## src/design/tag_pose_velocity_estimator_unit_macros.svh

```systemverilog
// Assertion macros for the tag pose and velocity estimator.
// Included by the top level; expands to nothing when SYNTHESIS is defined.
`ifndef TAG_POSE_VELOCITY_ESTIMATOR_UNIT_MACROS_SVH
`define TAG_POSE_VELOCITY_ESTIMATOR_UNIT_MACROS_SVH
`ifndef SYNTHESIS
// Checked on every clock edge outside reset.
`define TPVE_ASSERT(label, prop) \
  label: assert property (@(posedge clk) disable iff (!rst_n) prop) \
    else $error("tpve assertion failed");
// Checked on every clock edge, reset included.
`define TPVE_ASSERT_RST(label, prop) \
  label: assert property (@(posedge clk) prop) \
    else $error("tpve reset assertion failed");
`else
`define TPVE_ASSERT(label, prop)
`define TPVE_ASSERT_RST(label, prop)
`endif
`endif

```

## src/design/tpve_pkg.sv

```systemverilog
// Shared types, constants and functions of the tag pose and velocity estimator.
// Used by the controller, the datapath, the divider and the top level.
package tpve_pkg;

  localparam int DIV_W     = 64;
  localparam int DEN_W     = 48;
  localparam int DIV_CNT_W = 6;
  localparam int V_W       = 36;
  localparam int NUM_PROD  = 10;

  localparam logic signed [31:0] ONE_Q30    = 32'sh4000_0000;
  localparam logic signed [31:0] S32_MAX    = 32'sh7FFF_FFFF;
  localparam logic signed [31:0] S32_MIN    = 32'sh8000_0000;
  localparam logic signed [20:0] VEL_SCALE  = 21'sd1000000;
  localparam logic [65:0]        MAC_RND    = 66'd536870912;
  localparam logic signed [31:0] OFFX_RESET = 32'sd2621;
  localparam logic signed [31:0] OFFZ_RESET = 32'sd8192;

  localparam logic CFG_OFFSET_X = 1'b0;
  localparam logic CFG_OFFSET_Z = 1'b1;

  typedef enum logic [4:0] {
    OP_NONE, OP_MUL, OP_ROT_GO, OP_ROT_WR, OP_MAC_MUL, OP_MAC_ADD, OP_POSE,
    OP_HIST0, OP_HIST1, OP_PUPD, OP_MEAN_GO, OP_MEAN_WR, OP_VEL_GO, OP_VEL_WR,
    OP_VUPD, OP_VAVG_GO, OP_VAVG_WR, OP_SHIFT, OP_OUT
  } dp_op_t;

  typedef struct packed {
    dp_op_t     op;
    logic [1:0] ia;
    logic [1:0] ib;
  } dp_cmd_t;

  typedef struct packed {
    logic div_done;
  } dp_stat_t;

  function automatic logic signed [31:0] sat32(input logic signed [64:0] v);
    if (v > 65'(S32_MAX)) return S32_MAX;
    else if (v < 65'(S32_MIN)) return S32_MIN;
    else return v[31:0];
  endfunction

endpackage

```

## src/design/tpve_ctrl.sv

```systemverilog
// Controller: sequences the datapath for one word and runs both handshakes.
// Depends on tpve_pkg for the command and status types.
module tpve_ctrl (
  input  logic               clk,
  input  logic               rst_n,
  input  logic               in_valid,
  output logic               in_ready,
  output logic               out_valid,
  input  logic               out_ready,
  output tpve_pkg::dp_cmd_t  cmd,
  input  tpve_pkg::dp_stat_t stat
);
  import tpve_pkg::*;

  typedef enum logic [3:0] {
    S_IDLE, S_MUL, S_ROT_GO, S_ROT_WAIT, S_MAC_MUL, S_MAC_ADD, S_POSE, S_HIST,
    S_DIV_GO, S_DIV_WAIT, S_VUPD, S_SHIFT, S_OUT, S_OUT_VALID
  } state_t;

  typedef enum logic [1:0] {G_MEAN, G_VEL, G_VAVG} grp_t;

  localparam logic [3:0] MUL_LAST = 4'(NUM_PROD - 1);
  localparam logic [1:0] IDX_LAST = 2'd2;
  localparam logic [1:0] PH_FIRST = 2'd0;
  localparam logic [1:0] PH_SECOND = 2'd1;
  localparam logic [1:0] PH_RUN = 2'd2;

  state_t     state_r;
  grp_t       grp_r;
  dp_cmd_t    cmd_r;
  dp_cmd_t    cmd_nxt;
  logic       in_ready_r, out_valid_r;
  logic [1:0] phase_r;
  logic [3:0] cnt_r;
  logic [1:0] ia_r, ib_r;
  logic       ij_last;

  assign ij_last = (ia_r == IDX_LAST) && (ib_r == IDX_LAST);

  // Command issued to the datapath in the next cycle.
  always_comb begin
    cmd_nxt = '{op: OP_NONE, ia: ia_r, ib: ib_r};
    case (state_r)
      S_MUL:      cmd_nxt = '{op: OP_MUL, ia: cnt_r[3:2], ib: cnt_r[1:0]};
      S_ROT_GO:   cmd_nxt.op = OP_ROT_GO;
      S_ROT_WAIT: begin
        if (stat.div_done) begin
          cmd_nxt.op = OP_ROT_WR;
        end
      end
      S_MAC_MUL:  cmd_nxt.op = OP_MAC_MUL;
      S_MAC_ADD:  cmd_nxt.op = OP_MAC_ADD;
      S_POSE:     cmd_nxt.op = OP_POSE;
      S_HIST: begin
        case (phase_r)
          PH_FIRST:  cmd_nxt.op = OP_HIST0;
          PH_SECOND: cmd_nxt.op = OP_HIST1;
          default:   cmd_nxt.op = OP_PUPD;
        endcase
      end
      S_DIV_GO: begin
        case (grp_r)
          G_MEAN:  cmd_nxt.op = OP_MEAN_GO;
          G_VEL:   cmd_nxt.op = OP_VEL_GO;
          default: cmd_nxt.op = OP_VAVG_GO;
        endcase
      end
      S_DIV_WAIT: begin
        if (stat.div_done) begin
          case (grp_r)
            G_MEAN:  cmd_nxt.op = OP_MEAN_WR;
            G_VEL:   cmd_nxt.op = OP_VEL_WR;
            default: cmd_nxt.op = OP_VAVG_WR;
          endcase
        end
      end
      S_VUPD:     cmd_nxt.op = OP_VUPD;
      S_SHIFT:    cmd_nxt.op = OP_SHIFT;
      S_OUT: begin
        if (!out_valid_r || out_ready) begin
          cmd_nxt.op = OP_OUT;
        end
      end
      default:    cmd_nxt.op = OP_NONE;
    endcase
  end

  always_ff @(posedge clk) begin
    if (!rst_n) begin
      state_r     <= S_IDLE;
      grp_r       <= G_MEAN;
      cmd_r       <= '{op: OP_NONE, ia: 2'd0, ib: 2'd0};
      in_ready_r  <= 1'b1;
      out_valid_r <= 1'b0;
      phase_r     <= PH_FIRST;
      cnt_r       <= '0;
      ia_r        <= '0;
      ib_r        <= '0;
    end else begin
      cmd_r <= cmd_nxt;
      if (out_valid_r && out_ready) begin
        out_valid_r <= 1'b0;
      end
      case (state_r)
        S_IDLE: begin
          if (in_valid && in_ready_r) begin
            in_ready_r <= 1'b0;
            cnt_r      <= '0;
            state_r    <= S_MUL;
          end
        end
        S_MUL: begin
          if (cnt_r == MUL_LAST) begin
            ia_r    <= '0;
            ib_r    <= '0;
            state_r <= S_ROT_GO;
          end else begin
            cnt_r <= cnt_r + 1'b1;
          end
        end
        S_ROT_GO: begin
          state_r <= S_ROT_WAIT;
        end
        S_ROT_WAIT: begin
          if (stat.div_done) begin
            if (ij_last) begin
              ia_r    <= '0;
              ib_r    <= '0;
              state_r <= S_MAC_MUL;
            end else begin
              state_r <= S_ROT_GO;
              if (ib_r == IDX_LAST) begin
                ib_r <= '0;
                ia_r <= ia_r + 1'b1;
              end else begin
                ib_r <= ib_r + 1'b1;
              end
            end
          end
        end
        S_MAC_MUL: begin
          state_r <= S_MAC_ADD;
        end
        S_MAC_ADD: begin
          if (ij_last) begin
            state_r <= S_POSE;
          end else begin
            state_r <= S_MAC_MUL;
            if (ib_r == IDX_LAST) begin
              ib_r <= '0;
              ia_r <= ia_r + 1'b1;
            end else begin
              ib_r <= ib_r + 1'b1;
            end
          end
        end
        S_POSE: begin
          state_r <= S_HIST;
        end
        S_HIST: begin
          ia_r <= '0;
          case (phase_r)
            PH_FIRST: begin
              phase_r    <= PH_SECOND;
              in_ready_r <= 1'b1;
              state_r    <= S_IDLE;
            end
            PH_SECOND: begin
              phase_r    <= PH_RUN;
              in_ready_r <= 1'b1;
              state_r    <= S_IDLE;
            end
            default: begin
              grp_r   <= G_MEAN;
              state_r <= S_DIV_GO;
            end
          endcase
        end
        S_DIV_GO: begin
          state_r <= S_DIV_WAIT;
        end
        S_DIV_WAIT: begin
          if (stat.div_done) begin
            if (ia_r == IDX_LAST) begin
              ia_r <= '0;
              case (grp_r)
                G_MEAN: begin
                  grp_r   <= G_VEL;
                  state_r <= S_DIV_GO;
                end
                G_VEL:   state_r <= S_VUPD;
                default: state_r <= S_SHIFT;
              endcase
            end else begin
              ia_r    <= ia_r + 1'b1;
              state_r <= S_DIV_GO;
            end
          end
        end
        S_VUPD: begin
          grp_r   <= G_VAVG;
          state_r <= S_DIV_GO;
        end
        S_SHIFT: begin
          state_r <= S_OUT;
        end
        S_OUT: begin
          if (!out_valid_r || out_ready) begin
            state_r <= S_OUT_VALID;
          end
        end
        S_OUT_VALID: begin
          out_valid_r <= 1'b1;
          in_ready_r  <= 1'b1;
          state_r     <= S_IDLE;
        end
        default: state_r <= S_IDLE;
      endcase
    end
  end

  assign cmd       = cmd_r;
  assign in_ready  = in_ready_r;
  assign out_valid = out_valid_r;
endmodule

```

## config.mk

```make
export PLATFORM = sky130hd
export DESIGN_NAME = tpve_ctrl
export DESIGN_NICKNAME = d
export VERILOG_FILES = /design/src/design/tag_pose_velocity_estimator_unit_macros.svh /design/src/design/tpve_pkg.sv /design/src/design/tpve_ctrl.sv
export SDC_FILE = /design/constraint.sdc
export NUM_CORES = 1
export LEC_CHECK = 0
export ABC_AREA = 1
export BUFFER_PORTS_ARGS = -buffer_cell sky130_fd_sc_hd__buf_2
export CORE_AREA = 2 2 54 56
export CTS_CLUSTER_DIAMETER = 30
export DETAILED_ROUTE_END_ITERATION = 8
export DIE_AREA = 0 0 56 58
export PLACE_DENSITY = 0.81
export SYNTH_ARGS = -nofsm -noshare
export SYNTH_HDL_FRONTEND = slang
export SYNTH_SLANG_ARGS = --single-unit
export TNS_END_PERCENT = 30
```

## constraint.sdc

```tcl
create_clock -name clk -period 3.3 [get_ports clk]
set_clock_uncertainty 0.2 [all_clocks]
set_input_delay 0.165 -clock clk [delete_from_list [all_inputs] [get_ports clk]]
set_output_delay 0.165 -clock clk [all_outputs]
set_load 0.01 [all_outputs]
```

==> results_dict.tcl <==
set metrics [dict create \
    num_rows 19 \
    cpPeakStageDelay_ns 0.42 \
    min_to "cnt_r[3]" \
    cts_resized 0 \
    dpl_cell_area_um2 1630 \
    ctsHoldBuffers 3 \
    reg2reg_depth 10 \
    die_y_um 58 \
    gp_congestion 0.974 \
    maxCapViolCount 0 \
    grt_pass1_vias 1400 \
    final_common_cell "nand2_1" \
    use_met2_pct 41.5 \
    switching_share_pct 41.7 \
    vias_per_cell 5.27 \
    stdcell_count 287 \
    design_area_um2 1690 \
    cp_cell_sequence "inv_1, ha_1, nand3_1, inv_1, nand2_1, nand2_1, nor2_1, nand2_1, nand2_1, a21oi_1" \
    async_reset_ff_share_pct 0 \
    path_max_fanout 4 \
    grt.overflow.total 0 \
    grtUsageMet1_pct 26.1 \
    p_leak_uw 0.000789 \
    clkSinkCount 27 \
    synth_flop_cell "dfxtp_1" \
    dpl_worst_slack_ns 1.50 \
    die_x_um 56 \
    avgSynthCellArea_um2 6.45 \
    crit_required_ns 3.31 \
    grt_antenna_before_repair 0 \
    setup_slack_ns 1.47 \
    critPathCaptureType "flip-flop" \
    combPwrFrac_pct 39.5 \
    maxSlewViolCount 0 \
    syn_inst 236 \
    drt_first_pass_iters 4 \
    start_kind "flip-flop" \
    cts_tree "built" \
    root_buffer "clkbuf_4" \
    grt_first_pass_wirelength_um 5740 \
    power.density_nw_per_um2 544 \
    grt_max_degree 17 \
    top_usage_layer "met2" \
    regToRegSetupSlack_ns 1.47 \
    rsz0062_at_grt "false" \
    area_growth_pct 10.9 \
    worstReg2RegStart "ia_r[0]" \
    drt-total-wl_um 3290 \
    fmax_mhz 547 \
    power_uw 919 \
    yosysWarnings 0 \
    mostFrequentLayoutCells "58 x nand2_1, 33 x nor2_1, 30 x inv_1" \
    drive_gt1_share_pct 12.1 \
    p_sw_uw 383 \
    route.antenna.remaining_nets 0 \
    netlist_area_um2 1520 \
    cpMostUsedCell "nand2_1" \
    syn_nets 246 \
    post-route-drc-count 0 \
    cts_buffer_depth 2 \
    post_cts_buffers 0 \
    start_util_pct 57.2 \
    max-vdd-ir-drop_v 0.000320 \
    die_area_um2 3250 \
    relSlewSlack_pct 66.1 \
    hpwlAfterDp_um 2620 \
    finalSetupTns_ns 0 \
    numPlacedInstances 280 \
    seq_power_share_pct 44.5 \
    clk_pin_slew_ns 0.15 \
    synth_edf_count 0 \
    io_pins 16 \
    numCtsBuffers 3 \
    ys_ff_latch 27 \
    timing.final.crit_period_ns 1.83 \
    coreArea_um2 2660 \
    internal-power_uw 536 \
    final_nets 267 \
    hold_depth 6 \
    cpLargestDelayFamily "simple AND/OR/NAND/NOR gates" \
    path_buf_inv 2 \
    grt_usage_pct 21.9 \
    vias 1512 \
    diodes 0 \
    tightest_slew_ns 0.507 \
    timing.rr.end "ia_r[0]" \
    setup_viol 0 \
    post-route-period-util_pct 55.4 \
    drtIter0Drc 93 \
    cp.arrival_ns 1.84 \
    clk_latency_ns 0.32 \
    h-tree-depth 1 \
    clockPowerShare_pct 15.9 \
    hold_violations 0 \
    ys_seq_area_share_pct 35.5 \
    hold_path.class "in -> reg" \
    crit_type "reg -> reg" \
    grt_util_met3_pct 3.13 \
    ys_types 20 \
    portBuffers 15 \
    status "finished, final reports clean" \
    cp_slowest_cell "dfxtp_1" \
    wl_per_cell_um 11.5 \
    min-delay-start "in_valid" \
]
==> cells by family after synthesis <==
group | share of synthesized area (%)
buffers and inverters | 8.63
adders and majority gates | 4.11
AOI/OAI and AO/OA | 15.1
xor gates and xnor gates | 1.15
and+or+nand+nor | 35.5
DFF | 35.5
==> tightest hold or removal path: stages <==
cell and delay, ns:
buf_2 0.07, nand2_1 0.05, nand3_1 0.11, nand2_1 0.11, nand2_1 0.07, a21oi_1 0.06
==> routing by layer <==
layer  wire (um)  up-vias  share of wire [%]
met5           0        -                  0
met4          19        0               0.58
met3         202        2                6.1
met2        1640       48                 50
met1        1430      663                 44
li1            -      799                  -
==> power groups by stage <==
stage	Clock, uW	Sequential (uW)	Combinational (uW)
2_1_floorplan	0	420	260
3_3_place_gp	0	413	354
3_5_place_dp	0	415	357
4_1_cts	151	408	361
5_1_grt	163	414	417
6_report	147	409	363
==> worst max-delay path by stage <==
stage,to,startpoint,cells after the start
2_1_floorplan,ia_r[0],ia_r[0],10
3_3_place_gp,ia_r[0],ia_r[0],10
3_5_place_dp,ia_r[0],ia_r[0],10
4_1_cts,ia_r[0],ia_r[0],10
5_1_grt,ia_r[1],ia_r[0],10
6_report,ia_r[0],ia_r[0],10
==> cells in the mapped netlist, types with 3 or more instances <==
cell	n	area, um^2
a21oi_1	16	80.1
inv_2	3	11.3
o21ai_0	21	105
nor3_1	4	20.0
nand2_1	58	218
inv_1	30	113
ha_1	5	62.6
nor2_4	4	45.0
dfxtp_1	27	541
nor2_1	33	124
nand3_1	19	95.1
==> metrics by stage <==
stage                     util, %  hold WS (ns)
after floorplan                 -         0.139
after global placement       61.2         0.263
after detailed placement     61.2         0.275
after CTS                    63.4         0.131
after global routing         63.4         0.204
final                        63.4         0.128
==> layout make-up <==
class | instances | area (um^2)
clock buffers | 3 | 22.5
inverters | 33 | 124
repair buffers | 18 | 105
flip-flops and latches | 27 | 541
multi-input cells | 174 | 851
well taps | 31 | 38.8
fillers | 242 | 973
clock inverters | 1 | 7.51
==> registers in the layout, indices dropped and copies added (netlist names) <==
register and flops:
phase_r 2, in_ready 1, ib_r 2, out_valid 1, state_r 4, grp_r 2
cmd 9, cnt_r 4, ia_r 2
Power figures use the tool's default switching activity.
